**config.mk**
```make
export PLATFORM = sky130hd
export DESIGN_NAME = quadratic_probe_hash_table_core
export DESIGN_NICKNAME = d
export VERILOG_FILES = /design/src/rtl/core/qph_pkg.sv /design/src/rtl/core/qph_store.sv /design/src/rtl/core/quadratic_probe_hash_table_core.sv
export SDC_FILE = /design/constraint.sdc
export NUM_CORES = 1
export LEC_CHECK = 0
export BUFFER_PORTS_ARGS = -buffer_cell sky130_fd_sc_hd__buf_2
export CAP_MARGIN = 40
export CORE_ASPECT_RATIO = 1.75
export CORE_MARGIN = 1.5
export CORE_UTILIZATION = 56
export CTS_CLUSTER_SIZE = 24
export DETAILED_ROUTE_END_ITERATION = 10
export HOLD_SLACK_MARGIN = 0.03
export PLACE_DENSITY_LB_ADDON = 0.15
export SYNTH_ARGS = -nofsm -noshare
export SYNTH_HDL_FRONTEND = slang
export SYNTH_SLANG_ARGS = --single-unit
export TNS_END_PERCENT = 1
```
**constraint.sdc**
```tcl
create_clock -name clk -period 10.87 [get_ports clk]
set_input_delay 3.261 -clock clk [delete_from_list [all_inputs] [get_ports clk]]
set_output_delay 3.261 -clock clk [all_outputs]
set_load 0.03 [all_outputs]
```
**src/rtl/core/qph_pkg.sv**
```systemverilog
// Shared types, constants and helpers for the quadratic-probe hash table core.
// No dependencies; imported by qph_store and quadratic_probe_hash_table_core.
`timescale 1ns / 1ps

package qph_pkg;

  localparam int TABLE_SIZE = 11;
  localparam int IDX_W      = $clog2(TABLE_SIZE);
  localparam int KEY_W      = 31;
  localparam int VALUE_W    = 64;
  localparam int SLOT_W     = 4;
  localparam int STATUS_W   = 2;
  localparam int FOLD_W     = 8;

  typedef logic [IDX_W-1:0] idx_t;

  typedef enum logic [0:0] {
    ACT_INSERT = 1'b0,
    ACT_FIND   = 1'b1
  } action_t;

  typedef enum logic [STATUS_W-1:0] {
    STS_OK        = 2'd0,
    STS_NOT_FOUND = 2'd1,
    STS_FULL      = 2'd2
  } status_t;

  typedef enum logic [2:0] {
    ST_IDLE,
    ST_FOLD,
    ST_HOME,
    ST_READ,
    ST_CHECK,
    ST_RESP
  } state_t;

  // write request into the slot store
  typedef struct packed {
    logic               en;
    idx_t               idx;
    logic [KEY_W-1:0]   key;
    logic [VALUE_W-1:0] value;
  } wr_t;

  // a < 2*TABLE_SIZE in, a mod TABLE_SIZE out: one compare and subtract
  function automatic idx_t mod_reduce(input logic [IDX_W:0] a);
    logic [IDX_W:0] t;
    t = a - (IDX_W+1)'(TABLE_SIZE);
    if (a >= (IDX_W+1)'(TABLE_SIZE)) begin
      return t[IDX_W-1:0];
    end
    return a[IDX_W-1:0];
  endfunction

  // 32 = -1 mod 11: alternating sum of 5-bit key digits, offset by 99 (9 * 11)
  // so it stays positive; result in 6..193, same residue as the key
  function automatic logic [FOLD_W-1:0] fold_key(input logic [KEY_W-1:0] k);
    logic [6:0] pos;
    logic [6:0] neg;
    pos = 7'(k[4:0]) + 7'(k[14:10]) + 7'(k[24:20]) + 7'(k[30]);
    neg = 7'(k[9:5]) + 7'(k[19:15]) + 7'(k[29:25]);
    return FOLD_W'(pos) + FOLD_W'(99) - FOLD_W'(neg);
  endfunction

  // folded value in, same residue below 2*TABLE_SIZE out (feeds mod_reduce)
  function automatic logic [IDX_W:0] fold_small(input logic [FOLD_W-1:0] t);
    logic [5:0] u;
    u = 6'(t[4:0]) + 6'd11 - 6'(t[7:5]);
    if (u >= 6'd22) begin
      u = u - 6'd22;
    end
    return u[IDX_W:0];
  endfunction

endpackage

```
**src/rtl/core/qph_store.sv**
```systemverilog
// Slot store: per-slot valid flags (cleared at reset) plus key/value memory.
// Registered read, one write port. Depends on qph_pkg.
`timescale 1ns / 1ps

module qph_store
  import qph_pkg::*;
(
  input  logic               clk,
  input  logic               rst,
  input  wr_t                wr,
  input  logic               rd_en,
  input  idx_t               rd_idx,
  output logic               rd_valid,
  output logic [KEY_W-1:0]   rd_key,
  output logic [VALUE_W-1:0] rd_value
);

  logic [TABLE_SIZE-1:0] valid;
  logic [KEY_W-1:0]      key_mem   [TABLE_SIZE];
  logic [VALUE_W-1:0]    value_mem [TABLE_SIZE];

  always_ff @(posedge clk) begin
    if (rst) begin
      valid <= '0;
    end else if (wr.en) begin
      valid[wr.idx] <= 1'b1;
    end
  end

  always_ff @(posedge clk) begin
    if (wr.en) begin
      key_mem[wr.idx]   <= wr.key;
      value_mem[wr.idx] <= wr.value;
    end
  end

  always_ff @(posedge clk) begin
    if (rst) begin
      rd_valid <= 1'b0;
    end else if (rd_en) begin
      rd_valid <= valid[rd_idx];
    end
  end

  always_ff @(posedge clk) begin
    if (rd_en) begin
      rd_key   <= key_mem[rd_idx];
      rd_value <= value_mem[rd_idx];
    end
  end

endmodule

```
**src/rtl/core/quadratic_probe_hash_table_core.sv**
```systemverilog
// Channel   Dir  tdata (low bit up)                    tuser
// s_axis    in   key[30:0], value[94:31], pad[95]      action (0 insert, 1 find)
// m_axis    out  slot[3:0], found_value[67:4], pad     status (0 ok, 1 miss, 2 full)
//
// One item at a time: accept, fold the key by 5-bit digits, finish key mod 11
// through the shared reduce unit, then per probe a store read and a check, then
// load the result. Result register frees the input side; a stalled result only
// holds the next item at its result cycle. Synchronous reset empties every slot
// at once.
`timescale 1ns / 1ps

module quadratic_probe_hash_table_core
  import qph_pkg::*;
(
  input  logic        clk,
  input  logic        rst,
  input  logic        s_axis_tvalid,
  output logic        s_axis_tready,
  input  logic [95:0] s_axis_tdata,   // key[30:0], value[94:31], zero pad
  input  logic        s_axis_tuser,   // action
  output logic        m_axis_tvalid,
  input  logic        m_axis_tready,
  output logic [71:0] m_axis_tdata,   // slot[3:0], found_value[67:4], zero pad
  output logic [1:0]  m_axis_tuser    // status
);

  state_t state, state_next;

  action_t            action_q;
  logic [KEY_W-1:0]   key_q;
  logic [VALUE_W-1:0] value_q;
  logic [FOLD_W-1:0]  fold_q;
  idx_t               cur_slot;
  idx_t               delta;
  idx_t               probe_i;

  status_t            res_status;
  logic [SLOT_W-1:0]  res_slot;
  logic [VALUE_W-1:0] res_fv;

  logic               out_free;
  logic               rd_en;
  wr_t                wr;
  logic               rd_valid;
  logic [KEY_W-1:0]   rd_key;
  logic [VALUE_W-1:0] rd_value;

  logic [IDX_W:0]     red_in;
  idx_t               red_out;
  logic               hit;
  logic               last_probe;
  logic               probe_done;

  qph_store u_store (
    .clk      (clk),
    .rst      (rst),
    .wr       (wr),
    .rd_en    (rd_en),
    .rd_idx   (cur_slot),
    .rd_valid (rd_valid),
    .rd_key   (rd_key),
    .rd_value (rd_value)
  );

  // shared reduce unit: home slot from the folded key, slot advance while probing
  always_comb begin
    if (state == ST_HOME) begin
      red_in = fold_small(fold_q);
    end else begin
      red_in = {1'b0, cur_slot} + {1'b0, delta};
    end
    red_out = mod_reduce(red_in);
  end

  assign out_free   = !m_axis_tvalid || m_axis_tready;
  assign hit        = rd_valid && (rd_key == key_q);
  assign last_probe = (probe_i == idx_t'(TABLE_SIZE - 1));
  assign probe_done = !rd_valid || (action_q == ACT_FIND && hit) || last_probe;

  always_comb begin
    state_next = state;
    unique case (state)
      ST_IDLE:  if (s_axis_tvalid) state_next = ST_FOLD;
      ST_FOLD:  state_next = ST_HOME;
      ST_HOME:  state_next = ST_READ;
      ST_READ:  state_next = ST_CHECK;
      ST_CHECK: state_next = probe_done ? ST_RESP : ST_READ;
      ST_RESP:  if (out_free) state_next = ST_IDLE;
      default:  state_next = ST_IDLE;
    endcase
  end

  always_comb begin
    s_axis_tready = (state == ST_IDLE);
    rd_en         = (state == ST_READ);
    wr.en         = (state == ST_CHECK) && (action_q == ACT_INSERT) && !rd_valid;
    wr.idx        = cur_slot;
    wr.key        = key_q;
    wr.value      = value_q;
  end

  always_ff @(posedge clk) begin
    if (rst) begin
      state         <= ST_IDLE;
      m_axis_tvalid <= 1'b0;
    end else begin
      state <= state_next;
      if (state == ST_RESP && out_free) begin
        m_axis_tvalid <= 1'b1;
      end else if (m_axis_tready) begin
        m_axis_tvalid <= 1'b0;
      end
    end
  end

  always_ff @(posedge clk) begin
    unique case (state)
      ST_IDLE: begin
        action_q <= action_t'(s_axis_tuser);
        key_q    <= s_axis_tdata[KEY_W-1:0];
        value_q  <= s_axis_tdata[KEY_W+VALUE_W-1:KEY_W];
      end
      ST_FOLD: begin
        fold_q <= fold_key(key_q);
      end
      ST_HOME: begin
        // home slot; i = 0, step to next square is 1
        cur_slot <= red_out;
        delta    <= idx_t'(1);
        probe_i  <= '0;
      end
      ST_READ: begin
      end
      ST_CHECK: begin
        res_status <= (action_q == ACT_INSERT) ? STS_FULL : STS_NOT_FOUND;
        res_slot   <= '0;
        res_fv     <= '0;
        if (action_q == ACT_INSERT && !rd_valid) begin
          res_status <= STS_OK;
          res_slot   <= SLOT_W'(cur_slot);
        end else if (action_q == ACT_FIND && hit) begin
          res_status <= STS_OK;
          res_slot   <= SLOT_W'(cur_slot);
          res_fv     <= rd_value;
        end
        // (i+1)^2 = i^2 + (2i+1)
        cur_slot <= red_out;
        delta    <= mod_reduce({1'b0, delta} + (IDX_W+1)'(2));
        probe_i  <= probe_i + 1'b1;
      end
      ST_RESP: begin
        if (out_free) begin
          m_axis_tuser <= res_status;
          m_axis_tdata <= {4'b0, res_fv, res_slot};
        end
      end
      default: begin
      end
    endcase
  end

`ifndef ASSERT_OFF
  a_slot_range: assert property (@(posedge clk) disable iff (rst)
    (state == ST_READ) |-> (cur_slot < idx_t'(TABLE_SIZE)))
    else $error("probe slot out of range");

  a_write_only_empty: assert property (@(posedge clk) disable iff (rst)
    wr.en |-> (state == ST_CHECK && !rd_valid && action_q == ACT_INSERT))
    else $error("store write outside an insert into an empty slot");

  a_accept_starts_fold: assert property (@(posedge clk) disable iff (rst)
    (s_axis_tvalid && s_axis_tready) |=> (state == ST_FOLD))
    else $error("accepted item did not start the home slot fold");

  a_result_from_resp: assert property (@(posedge clk) disable iff (rst)
    $rose(m_axis_tvalid) |-> ($past(state) == ST_RESP))
    else $error("result raised outside the result state");

  a_probe_bound: assert property (@(posedge clk) disable iff (rst)
    (state == ST_CHECK) |-> (probe_i < idx_t'(TABLE_SIZE)))
    else $error("more than TABLE_SIZE probes");
`endif

endmodule

```
==> results.yml <==
sta:
  tightestPinTransition_ps: 1029
  slew_headroom: 0.3141
  final_hold_viol_count: 0
  rsz0062_at_grt: "no"
  max_freq_ghz: 0.1811
  maxSlewViolCount: 0
  final.period_utilization: 0.5080
  finClkSkew_ps: 30.19
  finalSetupViolCount: 0
  period_needed_ps: 5522
  tns_ps: 0
yosys:
  synth-seq-cells: 1412
  async_reset_ff_frac: 0
  ys_warn_count: 0
  synth_area_mm2: 0.05354
  ys_dominant_reg_cell: "edfxtp_1"
  synth-edff-count: 1396
  syn-mean-instance-area_um2: 19.99
  synth_cells: 2678
  synth_cell_type_count: 67
  ys_seq_area_frac: 0.7889
critical_path:
  endpoint_kind: "primary output"
  cp-start-kind: "register"
  crit_type: "reg -> out"
  arrival_ps: 2260
  critPathRequiredTime_ps: 7610
  crit_fanout: 21
floorplanning:
  die_width_um: 236.7
  initial_core_util: 0.5665
  die_area_mm2: 0.09755
  die_h_um: 412.0
  io-pin-count: 177
  core_mm2: 0.09452
  num_rows: 149
detailed_routing:
  drt_wl_total_mm: 113.9
  dr.first_iter.drc_count: 2222
  post_drt_via_cell_ratio: 6.001
  drc: 0
  vias: 25278
  firstDrtPassIters: 5
  ant_nets: 0
  wl_per_cell_um: 27.05
layout:
  n_antenna_cell: 0
  syn_to_final_growth_pct: 12.60
  nets: 3057
  ff_latch_area_mm2: 0.04224
  multi_input_area_mm2: 0.01069
  final_layout_size_suffix_gt1_frac: 0.2124
  fillers: 6304
  finalNonFillerCells: 4212
placed_design:
  port-buffer-count: 171
  placed_cells: 3994
  place.gp.congestion: 0.7671
  hpwl_mm: 60.90
global_routing:
  first_global_vias: 26595
  grt_usage: 0.2391
  grt_max_degree: 165
  grt_pass1_wl_mm: 169.9
  grt_overflow: 0
  antenna_found_initial: 3
clock_network:
  clkLatencyLatePin_ps: 710
  numClockSinks: 1412
  postCtsSetupBuffers: 0
  cts-root-buf: "clkbuf_16"
  cts_resized: 0
  numCtsBuffers: 117
  cts_tree: "built"
  max-clock-path-buffers: 3
  holdBufCountCts: 0
  path_clk_slew_ps: 70
  htree_num_levels: 3
outcome:
  status: "finished clean"
power_and_ir_drop:
  p_per_area_mw_per_mm2: 254.8
  vdd.ir_drop.worst_mv: 0.3621
  p_leak_nw: 20.15
job:
  maxCapViolCount: 0
min_path:
  hp-class: "reg -> reg"
[per-layer routing]
layer  vias to the layer above  global-route usage  wire (um)
met5                         -                   0         13
met4                         2             0.08400       3413
met3                       173             0.02704       5430
met2                       755              0.4172      59370
met1                     13315              0.3138      45710
li1                      11033                   -          -
[synthesized netlist by cell type (all sizes together) (2+ instances only)]
master	n	area, um^2
o21ai	196	984.7
and2	64	400.4
or3b	2	17.52
mux2i	196	1962
nand3	5	25.02
o31ai	2	15.01
inv	35	131.4
a2111oi	2	36.29
nor2	45	168.9
o22ai	3	18.77
nand2	204	765.7
or4	2	18.77
nor4	6	52.55
a21boi	2	15.01
dfxtp	16	320.3
nor3	8	40.04
a221oi	3	32.53
edfxtp	1396	41920
clkbuf	63	236.5
a21o	5	37.54
a21oi	14	70.07
o21ba	3	30.03
buf	67	346.6
nand4	5	31.28
xnor2	20	175.2
nor2b	10	62.56
a31o	2	17.52
mux4	192	4324
o21a	3	22.52
a22oi	2	15.01
ha	30	375.4
xor2	24	210.2
nor3b	2	20.02
fa	21	420.4
nand3b	2	15.01
a211oi	3	27.52
nand2b	6	37.54
[logic make-up after synthesis]
group                      after synthesis  share of synthesized area
AOI/OAI and AO/OA                      251                    0.02652
DFF                                   1412                     0.7889
buffers and inverters                  165                    0.01334
xor gates and xnor gates                44                   0.007198
other                                    1                 0.00007004
adders and majority gates               51                    0.01486
muxes                                  388                     0.1174
and+or+nand+nor                        366                    0.03166
[final cells by class]
| type | count | share of cell area |
|---|---|---|
| Inverter | 35 | 0.002221 |
| Timing Repair Buffer | 235 | 0.02872 |
| Tap cell | 1208 | 0.02507 |
| Clock inverter | 86 | 0.01505 |
| Multi-Input combinational cell | 1104 | 0.1774 |
| Sequential cell | 1412 | 0.7007 |
| Clock buffer | 132 | 0.05091 |
[flip-flops by register name, summed over array words and instances (netlist names), 3 cells and up]
register and cells:
res_fv 64, u_store.key_mem 341, fold_q 8, probe_i 4, u_store.rd_key 31, u_store.rd_value 64
value_q 64, state 3, key_q 31, delta 4, res_slot 4, u_store.value_mem 704
u_store.valid 11, m_axis_tdata 68, cur_slot 4
[final timing paths]
kind	from	slack (ps)	cells after the start	to
worst max register to register	cur_slot[0]	6390	8	u_store.key_mem[5][5]
worst max-delay path	state[2]	5350	3	s_axis_tready
worst min-delay path	res_slot[1]	420	0	m_axis_tdata[1]
worst min register to register	res_slot[1]	420	0	m_axis_tdata[1]
[report_power, final]
part	leakage [nW]	total, W	internal (W)	switching, W
clock network	1.94	0.00435	0.00245	0.00190
logic	5.42	0.00386	0.00166	0.00220
registers	12.8	0.00715	0.00677	0.000381
[per-stage QoR]
| step | setup slack (ps) | hold WS [ps] | utilization | power [W] | cell area (um^2) |
|---|---|---|---|---|---|
| after detailed placement | 6034 | 404.5 | 0.5958 | 0.01113 | 56310 |
| after global placement | 5876 | 401.9 | 0.5906 | 0.01094 | 55830 |
| after floorplan | 2305 | 400.3 | - | 0.01001 | 53560 |
| after global routing | 5279 | 421.7 | 0.6378 | 0.01607 | 60290 |
| after CTS | 5296 | 420.0 | 0.6378 | 0.01547 | 60290 |
| final | 5348 | 418.7 | 0.6378 | 0.01536 | 60290 |
[critical path, stage by stage, from the launching register on]
cell and delay (ps):
dfxtp_1 450, nor3_4 290, buf_4 470, buf_2 300
[layout by cell type, fill, tap and decap left out, types with 6 or more instances in the layout]
master / count
mux2i_1: 196
o21ai_0: 194
xor2_1: 24
buf_4: 39
nor2_4: 7
clkinv_2: 30
mux4_2: 192
nand2_1: 204
edfxtp_1: 1396
fa_1: 21
dfxtp_1: 16
inv_1: 34
nand2b_1: 6
buf_16: 15
bufinv_16: 18
ha_1: 30
nor2_1: 38
a21oi_1: 14
clkbuf_1: 11
nor2b_1: 9
xnor2_1: 20
clkbuf_16: 121
buf_2: 173
and2_1: 64
clkinvlp_4: 9
clkinv_1: 24
buf_12: 8
No activity file was read; power rests on OpenSTA's default activity.
